<file path="config.mk">
export PLATFORM = sky130hd
export DESIGN_NAME = rv32i_instruction_decoder
export DESIGN_NICKNAME = d
export VERILOG_FILES = /design/src/hw/rtl/rvdec_pkg.sv /design/src/hw/rtl/rvdec_core.sv /design/src/hw/rtl/rv32i_instruction_decoder.sv
export SDC_FILE = /design/constraint.sdc
export NUM_CORES = 1
export LEC_CHECK = 0
export BUFFER_PORTS_ARGS = -buffer_cell sky130_fd_sc_hd__buf_2
export CAP_MARGIN = 5
export CORE_ASPECT_RATIO = 2
export CORE_MARGIN = 5
export CORE_UTILIZATION = 44
export CTS_CLUSTER_SIZE = 28
export DETAILED_ROUTE_END_ITERATION = 12
export PLACE_DENSITY = 0.69
export SYNTH_ARGS = -nofsm -noshare
export SYNTH_HDL_FRONTEND = slang
export SYNTH_SLANG_ARGS = --single-unit
</file>
<file path="constraint.sdc">
create_clock -name clk -period 4.5 [get_ports clk]
set_input_delay 0.9 -clock clk [delete_from_list [all_inputs] [get_ports clk]]
set_output_delay 0.9 -clock clk [all_outputs]
set_load 0.01 [all_outputs]
</file>
<file path="src/hw/rtl/rvdec_pkg.sv">
package rvdec_pkg;

    // Major opcodes (instruction bits 6..0)
    localparam logic [6:0] OPC_LUI    = 7'h37;
    localparam logic [6:0] OPC_AUIPC  = 7'h17;
    localparam logic [6:0] OPC_OP     = 7'h33;
    localparam logic [6:0] OPC_OP_IMM = 7'h13;
    localparam logic [6:0] OPC_LOAD   = 7'h03;
    localparam logic [6:0] OPC_STORE  = 7'h23;
    localparam logic [6:0] OPC_BRANCH = 7'h63;
    localparam logic [6:0] OPC_JAL    = 7'h6F;
    localparam logic [6:0] OPC_JALR   = 7'h67;

    // funct7 values
    localparam logic [6:0] F7_BASE = 7'h00;
    localparam logic [6:0] F7_ALT  = 7'h20;

    // funct3 values, ALU group (register and immediate forms)
    localparam logic [2:0] F3_ADD  = 3'd0;
    localparam logic [2:0] F3_SLL  = 3'd1;
    localparam logic [2:0] F3_SLT  = 3'd2;
    localparam logic [2:0] F3_SLTU = 3'd3;
    localparam logic [2:0] F3_XOR  = 3'd4;
    localparam logic [2:0] F3_SR   = 3'd5;
    localparam logic [2:0] F3_OR   = 3'd6;
    localparam logic [2:0] F3_AND  = 3'd7;

    // funct3 values, memory access
    localparam logic [2:0] F3_B  = 3'd0;
    localparam logic [2:0] F3_H  = 3'd1;
    localparam logic [2:0] F3_W  = 3'd2;
    localparam logic [2:0] F3_BU = 3'd4;
    localparam logic [2:0] F3_HU = 3'd5;

    // funct3 values, branches
    localparam logic [2:0] F3_BEQ  = 3'd0;
    localparam logic [2:0] F3_BNE  = 3'd1;
    localparam logic [2:0] F3_BLT  = 3'd4;
    localparam logic [2:0] F3_BGE  = 3'd5;
    localparam logic [2:0] F3_BLTU = 3'd6;
    localparam logic [2:0] F3_BGEU = 3'd7;

    // funct3 value for jalr
    localparam logic [2:0] F3_JALR = 3'd0;

    typedef logic [5:0] mnemonic_t;
    typedef logic [2:0] format_t;

    // Dense mnemonic codes
    localparam mnemonic_t MN_UNKNOWN = 6'd0;
    localparam mnemonic_t MN_LUI     = 6'd1;
    localparam mnemonic_t MN_AUIPC   = 6'd2;
    localparam mnemonic_t MN_ADD     = 6'd3;
    localparam mnemonic_t MN_SUB     = 6'd4;
    localparam mnemonic_t MN_SLL     = 6'd5;
    localparam mnemonic_t MN_SLT     = 6'd6;
    localparam mnemonic_t MN_SLTU    = 6'd7;
    localparam mnemonic_t MN_XOR     = 6'd8;
    localparam mnemonic_t MN_SRL     = 6'd9;
    localparam mnemonic_t MN_SRA     = 6'd10;
    localparam mnemonic_t MN_OR      = 6'd11;
    localparam mnemonic_t MN_AND     = 6'd12;
    localparam mnemonic_t MN_ADDI    = 6'd13;
    localparam mnemonic_t MN_SLTI    = 6'd14;
    localparam mnemonic_t MN_SLTIU   = 6'd15;
    localparam mnemonic_t MN_XORI    = 6'd16;
    localparam mnemonic_t MN_ORI     = 6'd17;
    localparam mnemonic_t MN_ANDI    = 6'd18;
    localparam mnemonic_t MN_SLLI    = 6'd19;
    localparam mnemonic_t MN_SRLI    = 6'd20;
    localparam mnemonic_t MN_SRAI    = 6'd21;
    localparam mnemonic_t MN_LB      = 6'd22;
    localparam mnemonic_t MN_LH      = 6'd23;
    localparam mnemonic_t MN_LW      = 6'd24;
    localparam mnemonic_t MN_LBU     = 6'd25;
    localparam mnemonic_t MN_LHU     = 6'd26;
    localparam mnemonic_t MN_SB      = 6'd27;
    localparam mnemonic_t MN_SH      = 6'd28;
    localparam mnemonic_t MN_SW      = 6'd29;
    localparam mnemonic_t MN_BEQ     = 6'd30;
    localparam mnemonic_t MN_BNE     = 6'd31;
    localparam mnemonic_t MN_BLT     = 6'd32;
    localparam mnemonic_t MN_BGE     = 6'd33;
    localparam mnemonic_t MN_BLTU    = 6'd34;
    localparam mnemonic_t MN_BGEU    = 6'd35;
    localparam mnemonic_t MN_JAL     = 6'd36;
    localparam mnemonic_t MN_JALR    = 6'd37;

    // Format codes
    localparam format_t FMT_UNKNOWN = 3'd0;
    localparam format_t FMT_R       = 3'd1;
    localparam format_t FMT_I_ARITH = 3'd2;
    localparam format_t FMT_I_LOAD  = 3'd3;
    localparam format_t FMT_S       = 3'd4;
    localparam format_t FMT_B       = 3'd5;
    localparam format_t FMT_U       = 3'd6;
    localparam format_t FMT_J       = 3'd7;

    // Decode result passed from the decode logic to the result register
    typedef struct packed {
        mnemonic_t   mnemonic;
        format_t     format;
        logic [31:0] immediate;
    } dec_result_t;

endpackage

</file>
<file path="src/hw/rtl/rvdec_core.sv">
module rvdec_core (
    input  logic [31:0]                instruction,
    output rvdec_pkg::dec_result_t     result
);

    logic [6:0]  opcode;
    logic [2:0]  funct3;
    logic [6:0]  funct7;
    logic [31:0] imm_i;
    logic [31:0] imm_s;
    logic [31:0] imm_b;
    logic [31:0] imm_u;
    logic [31:0] imm_j;
    logic [31:0] imm_shamt;

    assign opcode = instruction[6:0];
    assign funct3 = instruction[14:12];
    assign funct7 = instruction[31:25];

    // Gather the immediate of every format
    assign imm_i     = {{20{instruction[31]}}, instruction[31:20]};
    assign imm_s     = {{20{instruction[31]}}, instruction[31:25], instruction[11:7]};
    assign imm_b     = {{19{instruction[31]}}, instruction[31], instruction[7],
                        instruction[30:25], instruction[11:8], 1'b0};
    assign imm_u     = {instruction[31:12], 12'h000};
    assign imm_j     = {{11{instruction[31]}}, instruction[31], instruction[19:12],
                        instruction[20], instruction[30:21], 1'b0};
    assign imm_shamt = {27'd0, instruction[24:20]};

    // Match opcode, funct3 and funct7; anything unlisted stays unknown
    always_comb
    begin
        result.mnemonic  = rvdec_pkg::MN_UNKNOWN;
        result.format    = rvdec_pkg::FMT_UNKNOWN;
        result.immediate = 32'd0;
        unique case (opcode)
            rvdec_pkg::OPC_LUI:
            begin
                result.mnemonic  = rvdec_pkg::MN_LUI;
                result.format    = rvdec_pkg::FMT_U;
                result.immediate = imm_u;
            end
            rvdec_pkg::OPC_AUIPC:
            begin
                result.mnemonic  = rvdec_pkg::MN_AUIPC;
                result.format    = rvdec_pkg::FMT_U;
                result.immediate = imm_u;
            end
            rvdec_pkg::OPC_OP:
            begin
                if (funct7 == rvdec_pkg::F7_BASE)
                begin
                    result.format = rvdec_pkg::FMT_R;
                    unique case (funct3)
                        rvdec_pkg::F3_ADD:  result.mnemonic = rvdec_pkg::MN_ADD;
                        rvdec_pkg::F3_SLL:  result.mnemonic = rvdec_pkg::MN_SLL;
                        rvdec_pkg::F3_SLT:  result.mnemonic = rvdec_pkg::MN_SLT;
                        rvdec_pkg::F3_SLTU: result.mnemonic = rvdec_pkg::MN_SLTU;
                        rvdec_pkg::F3_XOR:  result.mnemonic = rvdec_pkg::MN_XOR;
                        rvdec_pkg::F3_SR:   result.mnemonic = rvdec_pkg::MN_SRL;
                        rvdec_pkg::F3_OR:   result.mnemonic = rvdec_pkg::MN_OR;
                        default:            result.mnemonic = rvdec_pkg::MN_AND;
                    endcase
                end
                else if (funct7 == rvdec_pkg::F7_ALT && funct3 == rvdec_pkg::F3_ADD)
                begin
                    result.mnemonic = rvdec_pkg::MN_SUB;
                    result.format   = rvdec_pkg::FMT_R;
                end
                else if (funct7 == rvdec_pkg::F7_ALT && funct3 == rvdec_pkg::F3_SR)
                begin
                    result.mnemonic = rvdec_pkg::MN_SRA;
                    result.format   = rvdec_pkg::FMT_R;
                end
            end
            rvdec_pkg::OPC_OP_IMM:
            begin
                result.format    = rvdec_pkg::FMT_I_ARITH;
                result.immediate = imm_i;
                unique case (funct3)
                    rvdec_pkg::F3_ADD:  result.mnemonic = rvdec_pkg::MN_ADDI;
                    rvdec_pkg::F3_SLT:  result.mnemonic = rvdec_pkg::MN_SLTI;
                    rvdec_pkg::F3_SLTU: result.mnemonic = rvdec_pkg::MN_SLTIU;
                    rvdec_pkg::F3_XOR:  result.mnemonic = rvdec_pkg::MN_XORI;
                    rvdec_pkg::F3_OR:   result.mnemonic = rvdec_pkg::MN_ORI;
                    rvdec_pkg::F3_AND:  result.mnemonic = rvdec_pkg::MN_ANDI;
                    rvdec_pkg::F3_SLL:
                    begin
                        result.immediate = imm_shamt;
                        if (funct7 == rvdec_pkg::F7_BASE)
                            result.mnemonic = rvdec_pkg::MN_SLLI;
                    end
                    default:
                    begin
                        result.immediate = imm_shamt;
                        if (funct7 == rvdec_pkg::F7_BASE)
                            result.mnemonic = rvdec_pkg::MN_SRLI;
                        else if (funct7 == rvdec_pkg::F7_ALT)
                            result.mnemonic = rvdec_pkg::MN_SRAI;
                    end
                endcase
                // Drop format and immediate for a bad shift encoding
                if (result.mnemonic == rvdec_pkg::MN_UNKNOWN)
                begin
                    result.format    = rvdec_pkg::FMT_UNKNOWN;
                    result.immediate = 32'd0;
                end
            end
            rvdec_pkg::OPC_LOAD:
            begin
                result.format    = rvdec_pkg::FMT_I_LOAD;
                result.immediate = imm_i;
                unique case (funct3)
                    rvdec_pkg::F3_B:  result.mnemonic = rvdec_pkg::MN_LB;
                    rvdec_pkg::F3_H:  result.mnemonic = rvdec_pkg::MN_LH;
                    rvdec_pkg::F3_W:  result.mnemonic = rvdec_pkg::MN_LW;
                    rvdec_pkg::F3_BU: result.mnemonic = rvdec_pkg::MN_LBU;
                    rvdec_pkg::F3_HU: result.mnemonic = rvdec_pkg::MN_LHU;
                    default:
                    begin
                        result.format    = rvdec_pkg::FMT_UNKNOWN;
                        result.immediate = 32'd0;
                    end
                endcase
            end
            rvdec_pkg::OPC_STORE:
            begin
                result.format    = rvdec_pkg::FMT_S;
                result.immediate = imm_s;
                unique case (funct3)
                    rvdec_pkg::F3_B: result.mnemonic = rvdec_pkg::MN_SB;
                    rvdec_pkg::F3_H: result.mnemonic = rvdec_pkg::MN_SH;
                    rvdec_pkg::F3_W: result.mnemonic = rvdec_pkg::MN_SW;
                    default:
                    begin
                        result.format    = rvdec_pkg::FMT_UNKNOWN;
                        result.immediate = 32'd0;
                    end
                endcase
            end
            rvdec_pkg::OPC_BRANCH:
            begin
                result.format    = rvdec_pkg::FMT_B;
                result.immediate = imm_b;
                unique case (funct3)
                    rvdec_pkg::F3_BEQ:  result.mnemonic = rvdec_pkg::MN_BEQ;
                    rvdec_pkg::F3_BNE:  result.mnemonic = rvdec_pkg::MN_BNE;
                    rvdec_pkg::F3_BLT:  result.mnemonic = rvdec_pkg::MN_BLT;
                    rvdec_pkg::F3_BGE:  result.mnemonic = rvdec_pkg::MN_BGE;
                    rvdec_pkg::F3_BLTU: result.mnemonic = rvdec_pkg::MN_BLTU;
                    rvdec_pkg::F3_BGEU: result.mnemonic = rvdec_pkg::MN_BGEU;
                    default:
                    begin
                        result.format    = rvdec_pkg::FMT_UNKNOWN;
                        result.immediate = 32'd0;
                    end
                endcase
            end
            rvdec_pkg::OPC_JAL:
            begin
                result.mnemonic  = rvdec_pkg::MN_JAL;
                result.format    = rvdec_pkg::FMT_J;
                result.immediate = imm_j;
            end
            rvdec_pkg::OPC_JALR:
            begin
                if (funct3 == rvdec_pkg::F3_JALR)
                begin
                    result.mnemonic  = rvdec_pkg::MN_JALR;
                    result.format    = rvdec_pkg::FMT_I_LOAD;
                    result.immediate = imm_i;
                end
            end
            default:
            begin
                result.mnemonic  = rvdec_pkg::MN_UNKNOWN;
                result.format    = rvdec_pkg::FMT_UNKNOWN;
                result.immediate = 32'd0;
            end
        endcase
    end

endmodule

</file>
<file path="src/hw/rtl/rv32i_instruction_decoder.sv">
// RV32I instruction decoder. Each accepted instruction word yields one result item:
// a mnemonic code (0 for an unrecognized word), a format code, the raw rd/rs1/rs2
// fields and the immediate of the recognized format, sign-extended but for shifts.
// The block has an input register and a result register with the decode logic
// between them. A word waits in the input register until the result register loads
// its item. One item is accepted every cycle while the output side is not stalled.
// An output stall reaches in_stall in the same cycle once both registers are full.
module rv32i_instruction_decoder (
    input  logic        clk,
    input  logic        rst_n,

    input  logic        in_valid,
    output logic        in_stall,
    input  logic [31:0] instruction,

    output logic        out_valid,
    input  logic        out_stall,
    output logic [5:0]  mnemonic,
    output logic [2:0]  format,
    output logic [4:0]  dest_reg,
    output logic [4:0]  src1_reg,
    output logic [4:0]  src2_reg,
    output logic [31:0] immediate
);

    logic                   in_valid_reg;
    logic                   in_valid_next;
    logic [31:0]            in_instr_reg;
    logic                   out_valid_reg;
    logic                   out_valid_next;
    rvdec_pkg::dec_result_t out_result_reg;
    logic [14:0]            out_regs_reg;
    rvdec_pkg::dec_result_t dec_result;
    logic                   out_load;
    logic                   in_load;

    // Advance the result register when it is empty or being taken
    assign out_load = !out_valid_reg || !out_stall;
    // Advance the input register when it is empty or moving forward
    assign in_load  = !in_valid_reg || out_load;
    assign in_stall = !in_load;

    rvdec_core u_core (
        .instruction (in_instr_reg),
        .result      (dec_result)
    );

    // Next valid flags of both stages
    always_comb
    begin
        in_valid_next  = in_load ? in_valid : in_valid_reg;
        out_valid_next = out_load ? in_valid_reg : out_valid_reg;
    end

    // Clear valid flags on reset
    always_ff @(posedge clk or negedge rst_n)
    begin
        if (!rst_n)
        begin
            in_valid_reg  <= 1'b0;
            out_valid_reg <= 1'b0;
        end
        else
        begin
            in_valid_reg  <= in_valid_next;
            out_valid_reg <= out_valid_next;
        end
    end

    // Capture the instruction word and the decoded item
    always_ff @(posedge clk)
    begin
        if (in_load)
            in_instr_reg <= instruction;
        if (out_load)
        begin
            out_result_reg <= dec_result;
            out_regs_reg   <= {in_instr_reg[11:7], in_instr_reg[19:15], in_instr_reg[24:20]};
        end
    end

    assign out_valid = out_valid_reg;
    assign mnemonic  = out_result_reg.mnemonic;
    assign format    = out_result_reg.format;
    assign immediate = out_result_reg.immediate;
    assign dest_reg  = out_regs_reg[14:10];
    assign src1_reg  = out_regs_reg[9:5];
    assign src2_reg  = out_regs_reg[4:0];

    // Unknown mnemonic and unknown format always go together
    assert property (@(posedge clk) disable iff (!rst_n)
        out_valid |-> ((mnemonic == rvdec_pkg::MN_UNKNOWN) ==
                       (format == rvdec_pkg::FMT_UNKNOWN)))
        else $error("mnemonic and format disagree on unknown");

    // Unknown and R-type items carry a zero immediate
    assert property (@(posedge clk) disable iff (!rst_n)
        out_valid && (format == rvdec_pkg::FMT_UNKNOWN || format == rvdec_pkg::FMT_R)
        |-> immediate == 32'd0)
        else $error("nonzero immediate on unknown or R-type item");

    // U-type immediates keep the low 12 bits clear
    assert property (@(posedge clk) disable iff (!rst_n)
        out_valid && format == rvdec_pkg::FMT_U |-> immediate[11:0] == 12'd0)
        else $error("U-type immediate has low bits set");

    // Input stall only while both stages hold an item and the output is stalled
    assert property (@(posedge clk) disable iff (!rst_n)
        in_stall |-> in_valid_reg && out_valid_reg && out_stall)
        else $error("input stalled without a full pipeline");

    // A stalled input stage moves its item forward once the output drains
    assert property (@(posedge clk) disable iff (!rst_n)
        in_valid_reg && out_valid_reg && !out_stall |=> out_valid)
        else $error("pending item lost when the result was taken");

endmodule

</file>
# [Yosys cells after proc, flatten, opt, wreduce, memory -nomap -nowiden]
# Cells that the tools add are included.
[word_totals] ff_bits=90 inputBits=36 out_inout_bits=58 wordCells=60
[op_classes] eq_ne=17 n_mux=20 reduce_logical=16
[ops] op="case mux 32 bit (7 select lines)" count=1
[ops] op="case mux 9 bit (9 select lines)" count=1
[ops] op="two-way mux 35 bit" count=2
[ops] op="two-way mux 34 bit" count=2
[ops] op="case mux 6 bit (7 select lines)" count=1
[ops] op="two-way mux 41 bit" count=1
[ops] op="case mux 6 bit (6 select lines)" count=1
[ops] op="two-way mux 32 bit" count=1
[ops] op="== test 7 x 6 -> 1 bit (second input constant)" count=4
[ops] op="case mux 4 bit (7 select lines)" count=1
[ops] op="case mux 5 bit (5 select lines)" count=1
[ops] op="== test 7 bit (second input constant)" count=3
[ops] op="two-way mux 9 bit" count=2
[ops] op="case mux 5 bit (3 select lines)" count=1
[ops] op="== test 7 x 5 -> 1 bit (second input constant)" count=2
[ops] op="== test 3 bit (second input constant)" count=4
[ops] op="two-way mux 6 bit" count=2
[ops] op="OR reduction 6 bit" count=2
[ops] op="two-way mux 5 bit" count=2
[ops] op="== test 7 x 2 -> 1 bit (second input constant)" count=1
[ops] op="zero test 7 bit" count=1
[ops] op="two-way mux 7 bit" count=1
[ops] op="== test 3 x 2 -> 1 bit (second input constant)" count=2
[ops] op="zero test 6 bit" count=1
[ops] op="other kinds (8)" count=13

# [Longest topological paths before layout]
[logic_depth] word_depth=8 mapped_depth=9 ltp_nobuf=6

# [Hierarchy]
# From an unflattened synthesis, not the netlist that was laid out.
[unflattened] cells_unflattened=274 area_unflattened_um2=3777.4
[modules_own_cells] module="rv32i_instruction_decoder" instances=1 cells_per_inst=95 area_each_um2=2725.1 seq_area_each_um2=2692.6
[modules_own_cells] module="rvdec_core" instances=1 cells_per_inst=179 area_each_um2=1052.3 seq_area_each_um2=0.0

# [Worst setup path after synthesis]
# OpenSTA, ideal clock, no wires.
[synth_timing] kind="input -> output" start="input out_stall" end="output in_stall" arrival_time_ps=2028 t_required_ps=3600 slack_ps=1572 path_stages=2 n_path_buf=0 path_cell_list="nand3_1 -> inv_1"
[synth_between] elab_chain_cells=4
[synth_lines] item="start: declaration" line="rv32i_instruction_decoder.sv:17" rtl="input logic out_stall,"
[synth_lines] item="zero test 1 bit" line="rv32i_instruction_decoder.sv:38" rtl="assign out_load = !out_valid_reg || !out_stall;"
[synth_lines] item="logical OR 1 bit" line="rv32i_instruction_decoder.sv:38"
[synth_lines] item="logical OR 1 bit" line="rv32i_instruction_decoder.sv:40" rtl="assign in_load = !in_valid_reg || out_load;"
[synth_lines] item="zero test 1 bit" line="rv32i_instruction_decoder.sv:41" rtl="assign in_stall = !in_load;"
[synth_lines] item="end: declaration" line="rv32i_instruction_decoder.sv:13" rtl="output logic in_stall,"
# Every way passes these cells.

==> out/qor.csv <==
stage;metric;value;unit
yosys;syn_avg_cell_area;13.1;sq um
sta;skew;0.00953;ns
pwr;cellLeakagePower;0.00198;uW
sta;relSlewSlack;32.9;%
sta;drv_slew;0;
yosys;synthTopCellsByArea;edfxtp_1, o211ai_1, o21ai_0;
detailed_routing;drt-pass1-iter-count;5;
worst_setup_path;worstPathCellList;ha_1 -> nor4bb_1 -> nor4_4 -> a211oi_2 -> buf_4 -> and2b_1;
floorplanning;dieArea;11500;sq um
detailed_routing;drc_errors;0;
final_layout;nets;443;
place;dpl.hpwl;7210;microns
floorplanning;io_pins;94;
yosys;synth_area_leader_cell;edfxtp_1;
final_layout;design_area;4970;sq um
yosys;netlist.area_leader.share;64.1;%
pwr;powerDensity;404;nW/um^2
sta;hold_violations;0;
floorplanning;rows;50;
worst_setup_path;slowest_delay;0.80;ns
global_route;grt_pass1_vias;2902;
place;port_buffers;93;
job;maxCapViolations;0;
place;gp_congestion;0.958;
final_layout;final_core_util;53.7;%
detailed_routing;vias;2923;
worst_setup_path;worstPathRequired;4.59;ns
final_layout;drive_gt1_share;31.2;%
pwr;power.total;2010;uW
sta;fmax;350;MHz
pwr;comb_power_share;9.9;%
yosys;synth_most_common_cell;edfxtp_1;
sta;max_slew.worst_pin.slew;1.01;ns
clock_tree;clock_path_buffers;2;
place;placed_cell_area;4660;sq um
worst_setup_path;criticalPathCategory;reg -> reg;
yosys;ys.flop_type;edfxtp_1;
sta;fin_setup_tns;0;ns
sta;rsz0062_at_grt;no;
pwr;pwr-share-seq;52.2;%
min_path;worstHoldPathType;in -> async;
pwr;power.share.clock;37.8;%
worst_setup_path;slowest_stage;edfxtp_1;
worst_setup_path;cp_max_fo;34;
clock_tree;path_clk_slew;0.06;ns
final_layout;fillCellCount;802;
detailed_routing;drt_iter0_markers;171;
sta;hold_ws;0.338;ns
pwr;p_int;1510;uW
yosys;synth_edf_count;88;
yosys;ys_seq_area_share;65.3;%
clock_tree;clock_latency;0.34;ns
yosys;ys_ff_latch;90;
sta;timing.final.crit_period;2.86;ns
yosys;synth_cells;315;
floorplanning;start_util;44.6;%
yosys;syn_nets;356;
worst_setup_path;worst_setup_path_start_kind;flip-flop;
global_route;grt_first_pass_wirelength;15300;microns
global_route;overflow;0;
clock_tree;post_cts_resize_count;0;
worst_setup_path;end_kind;flip-flop;
pwr;p_sw_share;24.6;%
global_route;antenna_found_initial;0;
yosys;synth_commonest_cells;edfxtp_1, nand2_1, o21ai_0, nor2_1, clkbuf_1;
clock_tree;hold_buffers;0;
run_status;outcome;finished, final reports clean;
yosys;syn_area;4130;sq um
clock_tree;cts_tree;yes;
pwr;ir_drop;0.000258;V
yosys;ys.warnings.count;0;
clock_tree;root_buffer;clkbuf_16;
floorplanning;core;9260;sq um
pwr;switching_power;495;uW
floorplanning;dieWidth;78.5;microns
final_layout;area_growth_syn_to_layout;20.6;%
detailed_routing;routed_wl;9930;microns
global_route;grt_max_degree;39;
detailed_routing;ant_nets;0;
clock_tree;postCtsSetupBuffers;0;
yosys;synth_cell_types;59;
final_layout;diodes;0;
clock_tree;ctsHtreeMaxLevel;3;
detailed_routing;wire_per_inst;19.4;microns
floorplanning;die_h;147;microns
yosys;synthArstFlopShare;2.22;%
sta;finalCritPeriodShare;63.5;%
clock_tree;cts_buffers;9;
worst_setup_path;r2r_slack;1.64;ns
detailed_routing;via_per_inst;5.72;
global_route;grt_use_total;17.6;%
worst_setup_path;arrival;2.95;ns
clock_tree;cts.sinks;90;
sta;setup_viol;0;
power by group through the flow:
stage | logic (uW) | clock network, uW | registers, uW
finish | 199 | 760 | 1050
global route | 217 | 816 | 1060
CTS | 201 | 777 | 1050
detailed placement | 201 | 0 | 1070
global placement | 198 | 0 | 1070
floorplan | 110 | 0 | 1060
worst max-delay path, delay by kind of cell, from the launching register on:
kind / cells / cell delay [ns]
AO/OA/AOI/OAI: 1 / 0.19
adder cells (fa/ha/maj): 1 / 0.53
buffers and inverters: 1 / 0.24
flip-flops: 1 / 0.80
AND/OR/NAND/NOR: 3 / 0.84
cell families after synthesis:
kind of cell	after synthesis	synth area share (%)
XOR/XNOR	2	0.425
flip-flops	90	65.3
multiplexers	1	0.243
adder cells (fa/ha/maj)	6	1.76
buffers and inverters	29	3.22
AO/OA/AOI/OAI	81	14.2
AND/OR/NAND/NOR	106	14.9
stage by stage:
stage	setup slack (ns)	std cells
3_5_place_dp	1.66	495
3_3_place_gp	1.75	495
4_1_cts	1.66	511
2_1_floorplan	1.57	315
6_report	1.64	511
5_1_grt	1.44	511
layout make-up:
type / instances / area (sq um) / area share (%)
timing repair buffer: 98 / 503 / 10.1
clock inverter: 7 / 85.1 / 1.71
clock buffer: 9 / 225 / 4.53
sequential: 90 / 2690 / 54.1
inverter: 7 / 26.3 / 0.528
multi-input combinational: 196 / 1310 / 26.4
tap: 104 / 130 / 2.62
cells in the final DEF, fill, tap and decap left out, types with 3 or more instances in the layout:
master	instances
nor3b_1	4
nand4_1	6
nor2_1	15
nor2b_1	7
edfxtp_1	88
o31ai_1	3
buf_4	5
clkbuf_16	9
or3_1	4
nand3b_1	3
o21ai_0	16
nand3_1	9
a2111oi_0	3
inv_1	7
buf_2	93
ha_1	5
nor3_1	6
a22o_1	5
o211ai_1	11
a211oi_1	4
nand2b_1	8
nand2_1	19
and2b_1	4
a21oi_1	7
o21ai_1	8
path summary, 6_finish.rpt:
path	cells past startpoint	from	endpoint
worst max-delay path	6	in_instr_reg[13]	immediate[7]
max in group asynchronous	1	rst_n	out_valid
worst max register to register	6	in_instr_reg[13]	immediate[7]
min in group clk	0	in_instr_reg[15]	out_regs_reg[5]
worst min-delay path	1	rst_n	in_valid_reg
worst min register to register	0	in_instr_reg[15]	out_regs_reg[5]
per-layer routing:
layer  GRT usage (%)  vias up  share of wire [%]
met5               0        -                  0
met4            11.4        0                4.8
met3            3.25       28                4.7
met2            30.8      105                 54
met1            19.2     1380                 36
li1                -     1410                  -
Power figures use the tool's default switching activity.
